<file path="src/msts_pkg.sv">
package msts_pkg;

  localparam int NOTE_SLOTS_DEF = 1024;

  // Field widths
  localparam int OP_W    = 3;
  localparam int ADDR_W  = 10;
  localparam int PITCH_W = 16;
  localparam int DIV_W   = 8;
  localparam int POS_W   = 11;
  localparam int ELAP_W  = 21;
  localparam int SLOT_W  = 21;
  localparam int SND_W   = 20;
  localparam int HP_W    = 19;
  localparam int WIN_W   = 26;
  localparam int SUM_W   = 27;
  localparam int DVD_W   = 24;
  localparam int DVS_W   = 16;
  localparam int MS_W    = 16;
  localparam int OUT_W   = POS_W + 3;

  localparam logic [ELAP_W-1:0] ELAPSED_MAX = '1;

  // Timing constants in microsecond ticks
  localparam logic [DVD_W-1:0] HALF_SEC_US = 24'd500000;
  localparam logic [DVD_W-1:0] ONE_SEC_US  = 24'd1000000;
  localparam logic [DVD_W-1:0] SLOT_NUM    = 24'd13;
  // Divide by ten as multiply by ceil(2^27/10) and shift; exact below 2^26
  localparam logic [DVD_W-1:0] SLOT_RECIP  = 24'hCCCCCD;
  localparam int               SLOT_SHIFT  = 27;
  localparam logic [WIN_W-1:0] US_PER_MS   = 26'd1000;
  localparam logic [MS_W-1:0]  SKIP_MS_RST = 16'd2000;

  // Operations
  localparam logic [OP_W-1:0] OP_TICK      = 3'd0;
  localparam logic [OP_W-1:0] OP_LOAD      = 3'd1;
  localparam logic [OP_W-1:0] OP_START     = 3'd2;
  localparam logic [OP_W-1:0] OP_TOGGLE    = 3'd3;
  localparam logic [OP_W-1:0] OP_SKIP_FWD  = 3'd4;
  localparam logic [OP_W-1:0] OP_SKIP_BACK = 3'd5;
  localparam logic [OP_W-1:0] OP_STOP      = 3'd6;

  // Configuration register indexes
  localparam logic CFG_SONG_LEN = 1'b0;
  localparam logic CFG_SKIP_WIN = 1'b1;

  // Datapath actions
  localparam int ACT_W = 4;
  localparam logic [ACT_W-1:0] ACT_NONE   = 4'd0;
  localparam logic [ACT_W-1:0] ACT_TICK   = 4'd1;
  localparam logic [ACT_W-1:0] ACT_LOAD   = 4'd2;
  localparam logic [ACT_W-1:0] ACT_START  = 4'd3;
  localparam logic [ACT_W-1:0] ACT_TOGGLE = 4'd4;
  localparam logic [ACT_W-1:0] ACT_STOP   = 4'd5;
  localparam logic [ACT_W-1:0] ACT_SKINIT = 4'd6;
  localparam logic [ACT_W-1:0] ACT_RDPOS  = 4'd7;
  localparam logic [ACT_W-1:0] ACT_DIVP   = 4'd8;
  localparam logic [ACT_W-1:0] ACT_DIVD   = 4'd9;
  localparam logic [ACT_W-1:0] ACT_DIV10  = 4'd10;
  localparam logic [ACT_W-1:0] ACT_BEGIN  = 4'd11;
  localparam logic [ACT_W-1:0] ACT_SKSTEP = 4'd12;
  localparam logic [ACT_W-1:0] ACT_SKEND  = 4'd13;

  typedef struct packed {
    logic             latch;
    logic [ACT_W-1:0] act;
    logic             emit;
  } cmd_t;

  typedef struct packed {
    logic [OP_W-1:0] op;
    logic            is_skip;
    logic            need_note;
    logic            len_zero;
    logic            skip_go;
    logic            div_busy;
    logic            out_pend;
  } sts_t;

endpackage

</file>
<file path="src/msts_ctrl.sv">
module msts_ctrl (
  input  logic           clk_i,
  input  logic           rst_ni,
  input  logic           in_valid_i,
  output logic           in_ready_o,
  input  logic           out_ready_i,
  input  msts_pkg::sts_t sts_i,
  output msts_pkg::cmd_t cmd_o
);

  localparam logic [3:0] S_IDLE  = 4'd0;
  localparam logic [3:0] S_EXEC  = 4'd1;
  localparam logic [3:0] S_RD    = 4'd2;
  localparam logic [3:0] S_DIV1  = 4'd3;
  localparam logic [3:0] S_W1    = 4'd4;
  localparam logic [3:0] S_DIV2  = 4'd5;
  localparam logic [3:0] S_W2    = 4'd6;
  localparam logic [3:0] S_DIV3  = 4'd7;
  localparam logic [3:0] S_W3    = 4'd8;
  localparam logic [3:0] S_FIN   = 4'd9;
  localparam logic [3:0] S_CHK   = 4'd10;
  localparam logic [3:0] S_SKEND = 4'd11;
  localparam logic [3:0] S_EMIT  = 4'd12;

  logic [3:0] state_q, state_d;
  logic       ready;

  // Take an item once the result register is free or being drained
  assign ready      = (state_q == S_IDLE) && (!sts_i.out_pend || out_ready_i);
  assign in_ready_o = ready;

  always_comb begin
    state_d     = state_q;
    cmd_o.latch = 1'b0;
    cmd_o.act   = msts_pkg::ACT_NONE;
    cmd_o.emit  = 1'b0;
    case (state_q)
      S_IDLE: begin
        if (in_valid_i && ready) begin
          cmd_o.latch = 1'b1;
          state_d     = S_EXEC;
        end
      end
      // Dispatch on the operation
      S_EXEC: begin
        state_d = S_EMIT;
        case (sts_i.op)
          msts_pkg::OP_TICK: begin
            cmd_o.act = msts_pkg::ACT_TICK;
            if (sts_i.need_note) state_d = S_RD;
          end
          msts_pkg::OP_LOAD:   cmd_o.act = msts_pkg::ACT_LOAD;
          msts_pkg::OP_START: begin
            cmd_o.act = msts_pkg::ACT_START;
            if (!sts_i.len_zero) state_d = S_RD;
          end
          msts_pkg::OP_TOGGLE: cmd_o.act = msts_pkg::ACT_TOGGLE;
          msts_pkg::OP_STOP:   cmd_o.act = msts_pkg::ACT_STOP;
          msts_pkg::OP_SKIP_FWD, msts_pkg::OP_SKIP_BACK: begin
            cmd_o.act = msts_pkg::ACT_SKINIT;
            state_d   = S_CHK;
          end
          default: begin
          end
        endcase
      end
      // Skip loop test
      S_CHK: begin
        if (sts_i.skip_go) begin
          state_d = S_RD;
        end else if (sts_i.op == msts_pkg::OP_SKIP_FWD) begin
          state_d = S_SKEND;
        end else begin
          state_d = S_EMIT;
        end
      end
      S_RD: begin
        cmd_o.act = msts_pkg::ACT_RDPOS;
        state_d   = S_DIV1;
      end
      S_DIV1: begin
        cmd_o.act = sts_i.is_skip ? msts_pkg::ACT_DIVD : msts_pkg::ACT_DIVP;
        state_d   = S_W1;
      end
      S_W1: begin
        if (!sts_i.div_busy) state_d = sts_i.is_skip ? S_DIV3 : S_DIV2;
      end
      S_DIV2: begin
        cmd_o.act = msts_pkg::ACT_DIVD;
        state_d   = S_W2;
      end
      S_W2: begin
        if (!sts_i.div_busy) state_d = S_DIV3;
      end
      S_DIV3: begin
        cmd_o.act = msts_pkg::ACT_DIV10;
        state_d   = S_W3;
      end
      S_W3: begin
        if (!sts_i.div_busy) state_d = S_FIN;
      end
      S_FIN: begin
        cmd_o.act = sts_i.is_skip ? msts_pkg::ACT_SKSTEP : msts_pkg::ACT_BEGIN;
        state_d   = sts_i.is_skip ? S_CHK : S_EMIT;
      end
      S_SKEND: begin
        cmd_o.act = msts_pkg::ACT_SKEND;
        state_d   = S_EMIT;
      end
      S_EMIT: begin
        cmd_o.emit = 1'b1;
        state_d    = S_IDLE;
      end
      default: begin
        state_d = S_IDLE;
      end
    endcase
  end

  always_ff @(posedge clk_i or negedge rst_ni) begin
    if (!rst_ni) begin
      state_q <= S_IDLE;
    end else begin
      state_q <= state_d;
    end
  end

endmodule

</file>
<file path="config.mk">
export PLATFORM = sky130hd
export DESIGN_NAME = msts_ctrl
export DESIGN_NICKNAME = d
export VERILOG_FILES = /design/src/msts_pkg.sv /design/src/msts_ctrl.sv
export SDC_FILE = /design/constraint.sdc
export NUM_CORES = 1
export LEC_CHECK = 0
export BUFFER_PORTS_ARGS = -buffer_cell sky130_fd_sc_hd__buf_4
export CAP_MARGIN = 20
export CORE_AREA = 4 4 41 43
export CTS_CLUSTER_DIAMETER = 100
export CTS_CLUSTER_SIZE = 40
export DETAILED_ROUTE_END_ITERATION = 10
export DIE_AREA = 0 0 45 47
export PLACE_DENSITY = 0.72
export REMOVE_ABC_BUFFERS = 1
export SLEW_MARGIN = 20
export SYNTH_ARGS = -nofsm -noshare
export SYNTH_HDL_FRONTEND = slang
export SYNTH_SLANG_ARGS = --single-unit
</file>
<file path="constraint.sdc">
create_clock -name clk_i -period 3.5 [get_ports clk_i]
set_input_delay 0.35 -clock clk_i [delete_from_list [all_inputs] [get_ports clk_i]]
set_output_delay 0.35 -clock clk_i [all_outputs]
set_load 0.05 [all_outputs]
</file>
## Word level (Yosys, flattened, before mapping)

Index checks and enable logic that the tools add are counted.

- Register bits after elaboration: 4
- Output and inout bits: 7
- Word-level logic and storage cells: 50

- Eq/ne operators: 22
- Reductions and logical operators: 8
- Mux-type cells: 19

Operators by type and width:

| kind | number |
|---|---|
| 4-bit case mux with 12 select lines | 1 |
| 4-bit 2-to-1 mux | 7 |
| 4-bit case mux with 7 select lines | 1 |
| 4-bit equality test, second input constant | 5 |
| 3-bit case mux with 6 select lines | 1 |
| 4-bit by 3-bit equality test with 1-bit output, second input constant | 4 |
| 4-bit case mux with 3 select lines | 1 |
| 3-bit equality test, second input constant | 3 |
| 3-bit 2-to-1 mux | 3 |
| 4-bit by 2-bit equality test with 1-bit output, second input constant | 2 |
| 3-bit by 2-bit equality test with 1-bit output, second input constant | 2 |
| 2-bit inequality test, second input constant | 3 |
| 4-bit by 1-bit equality test with 1-bit output, second input constant | 1 |
| 4-bit zero test | 1 |
| 1-bit 2-to-1 mux | 4 |
| 4-bit AND reduction | 1 |
| 3-bit by 1-bit equality test with 1-bit output, second input constant | 1 |
| 3-bit zero test | 1 |
| 1-bit logical AND | 2 |
| 2-bit 2-to-1 mux | 1 |
| 2-bit by 1-bit inequality test with 1-bit output, second input constant | 1 |
| 2-bit OR reduction | 1 |
| 1-bit zero test | 1 |
| 1-bit logical OR | 1 |

## Logic depth before layout (Yosys ltp)

- Depth after elaboration: 6
- Gate-level depth with buffers: 6

## Worst setup path before layout

No wires, ideal clock.

- Path kind: register to output
- Start point: register state_q[3]
- End point: output cmd_o[1] (netlist bit)
- Cell stages (with the launch flop): 6
- Setup slack: 1.197 ns
- Buffers on the path: 2
- Arrival: 1.953 ns
- Cell sequence: dfrtp_1 -> buf_2 -> buf_2 -> o21ai_0 -> a21oi_1 -> o21ai_0

RTL lines:

| item | line | source |
|---|---|---|
| start, declared | msts_ctrl.sv:25 | `logic [3:0] state_q, state_d;` |
| start signal, assigned | msts_ctrl.sv:124 | `state_q <= state_d;` |
| end, declared | msts_ctrl.sv:8 | `output msts_pkg::cmd_t cmd_o` |

==> flow_metrics.py <==
metrics = {
    "outcome": {
        "status": "complete, no violations",
    },
    "global_route": {
        "grt_pass1_wl_mm": 2.13,
        "grt_max_degree": 25,
        "grt_pass1_vias": 516,
        "antenna_found_initial": 0,
        "globalRouteOverflowTotal": 0,
        "grt_usage_pct": 13.9,
    },
    "setup_path": {
        "crit_chain": "nor3b_1 -> a22oi_1 -> o21ai_0 -> buf_4",
        "cp_num_buf_inv": 1,
        "reg2reg_to": "state_q[1]",
        "start_kind": "flop",
        "cp_max_fo": 24,
        "cpMaxStageDelayCell": "dfrtp_1",
        "critPathCaptureType": "primary output",
        "r2r_start": "state_q[0]",
        "critPathKind": "reg -> out",
        "critPathRequiredTime_ns": 3.15,
        "r2r_cells": 5,
        "rrSetupSlack_ns": 1.95,
        "critPathTopFamily": "flip-flops",
        "cp_slowest_stage_delay_ns": 0.74,
        "worst_ep_arrival_time_ns": 1.83,
    },
    "pwr": {
        "p_leak_nw": 0.323,
        "vdd_ir_drop_max_uv": 588,
        "power.total_uw": 643,
        "p_per_area_nw_per_um2": 888,
    },
    "finish": {
        "top_register": "state_q",
        "largest_register_ff_count": 4,
        "reg_top3": "state_q: 4 flops",
        "num-nets-final": 113,
        "drive_gt1_share_pct": 25.5,
        "antenna-diode-count": 0,
        "layout.cells.non_filler": 113,
        "syn_to_final_growth_pct": 25.6,
    },
    "die": {
        "die_w_um": 45,
        "rows": 13,
        "initial_core_util_pct": 44.3,
        "core_um2": 1300,
        "fp.dieH_um": 47,
        "ios": 20,
        "die-area_um2": 2120,
    },
    "clock_network": {
        "clk_pin_slew_ns": 0.04,
        "clk_path_buf_depth": 2,
        "ctsHoldBuffers": 1,
        "clk_latency_ns": 0.24,
        "clock-root-buffer": "clkbuf_4",
        "cts-htree-levels": 1,
        "numCtsBuffers": 3,
        "cts_setup_buffers": 0,
        "tritoncts": "built",
        "cts.sinks": 4,
        "cts_resized": 0,
    },
    "routing": {
        "via_per_inst": 5.64,
        "detail-route-antenna-nets": 0,
        "drc": 0,
        "dr.pass1.iters": 4,
        "vias": 637,
        "drt_iter0_drc": 21,
        "routedWlPerCell_um": 12.0,
        "routed_wl_mm": 1.36,
    },
    "logic_synthesis": {
        "syn-cell-area_um2": 577,
        "async_reset_ff_share_pct": 100,
        "synthFlopType": "dfrtp_1",
        "synth_top_area_cell": "dfrtp_1",
        "seq_area_frac_synth_pct": 17.4,
        "synthTopCellsByArea": "dfrtp_1, o21ai_0, xnor2_1",
        "synth_most_common_cell": "nor2_1",
        "synth-seq-cells": 4,
        "avgSynthCellArea_um2": 6.95,
        "synthCells": 83,
        "synth_edf_count": 0,
        "ys_types": 34,
        "synth_top_area_share_pct": 17.4,
        "yosysWarnings": 0,
        "synthTopCellsByCount": "nor2_1, o21ai_0, nand2_1",
    },
    "run": {
        "maxCapViolCount": 0,
    },
    "timing": {
        "tightest_slew_ns": 0.632,
        "finalMaxSlewViolations": 0,
        "period_share_pct": 62.4,
        "finalSetupTns_ns": 0,
        "setup_viol": 0,
        "slew_headroom_pct": 57.9,
        "rsz0062_at_grt": "false",
        "fin_ws_ns": 1.32,
        "fmax_mhz": 458,
        "clock_skew_ns": 0.0104,
        "fin_crit_ns": 2.18,
        "hold_violations": 0,
    },
    "placement": {
        "post-place-ws_ns": 1.57,
        "port_buffers": 19,
        "dp.cells": 109,
        "finalWeightedCongestion": 0.717,
        "dp_hpwl_um": 974,
    },
    "min_path": {
        "min-delay-start": "sts_i[1]",
        "holdPathStages": 3,
        "hold_path.class": "in -> reg",
        "hold-path-endpoint": "state_q[1]",
    },
}
## per-stage QoR
stage	area [µm²]	util, %	hold slack, ns
floorplan	531	-	0.0544
global placement	692	53.2	0.146
detailed placement	692	53.2	0.149
CTS	724	55.7	0.390
global route	724	55.7	0.430
finish	724	55.7	0.401
## layout make-up
| type | count | area (µm²) |
|---|---|---|
| clock buffer | 3 | 22.5 |
| fill | 134 | 577 |
| inverter | 3 | 11.3 |
| multi-input combinational | 68 | 419 |
| sequential | 4 | 100 |
| tap | 15 | 18.8 |
| timing repair buffer | 20 | 153 |
## logic make-up (layout without fill, tap and decap cells)
logic type	count (synthesis)	after routing	synth area share, %
buffers and inverters	11	26	9.98
flip-flops	4	4	17.4
AND/OR/NAND/NOR	37	37	36.4
AO/OA/AOI/OAI	27	27	30.2
XOR/XNOR	4	4	6.07
## layout by cell type, fill, tap and decap left out, types with 3 or more instances in the layout
cell type | netlist | layout
buf_4 | 2 | 19
nor2_1 | 9 | 9
o21ai_0 | 8 | 8
nand2_1 | 6 | 6
a21oi_1 | 5 | 5
xnor2_1 | 4 | 4
nand2b_1 | 4 | 4
dfrtp_1 | 4 | 4
nor3_1 | 3 | 3
inv_1 | 3 | 3
a211oi_1 | 3 | 3
nor2b_1 | 3 | 3
clkbuf_4 | 1 | 3
## routing by layer
layer / vias to the layer above / wire length [µm] / track usage (%) / share of wire (%)
li1: 324 / - / - / -
met1: 286 / 600 / 18.5 / 44
met2: 25 / 658 / 20.9 / 49
met3: 2 / 80 / 2.30 / 5.9
met4: 0 / 16 / 8.77 / 1.2
met5: - / 0 / 0 / 0
## where the power goes
part	leakage (nW)	switching [mW]	internal [mW]	total (mW)
combinational	0.259	0.243	0.171	0.415
clock	0.0138	0.0203	0.0384	0.0587
sequential	0.0502	0.102	0.0676	0.170
total	0.323	0.366	0.277	0.643
## how the worst max path moves through the flow
| stage | cells after the start | slack, ns | from | endpoint |
|---|---|---|---|---|
| final | 4 | 1.32 | state_q[0] | cmd_o[2] |
| after global placement | 4 | 1.65 | state_q[0] | cmd_o[2] |
| after floorplan | 3 | 1.02 | state_q[0] | cmd_o[2] |
| after CTS | 4 | 1.31 | state_q[0] | cmd_o[2] |
| after global routing | 4 | 1.16 | state_q[0] | cmd_o[2] |
| after detailed placement | 4 | 1.57 | state_q[0] | cmd_o[2] |
## tightest hold or removal path, delay by kind of cell
kind	cells	cell delay (ns)
buf+inv	1	0.09
simple gates	1	0.08
compound gates	1	0.08
Power figures use the tool's default switching activity.
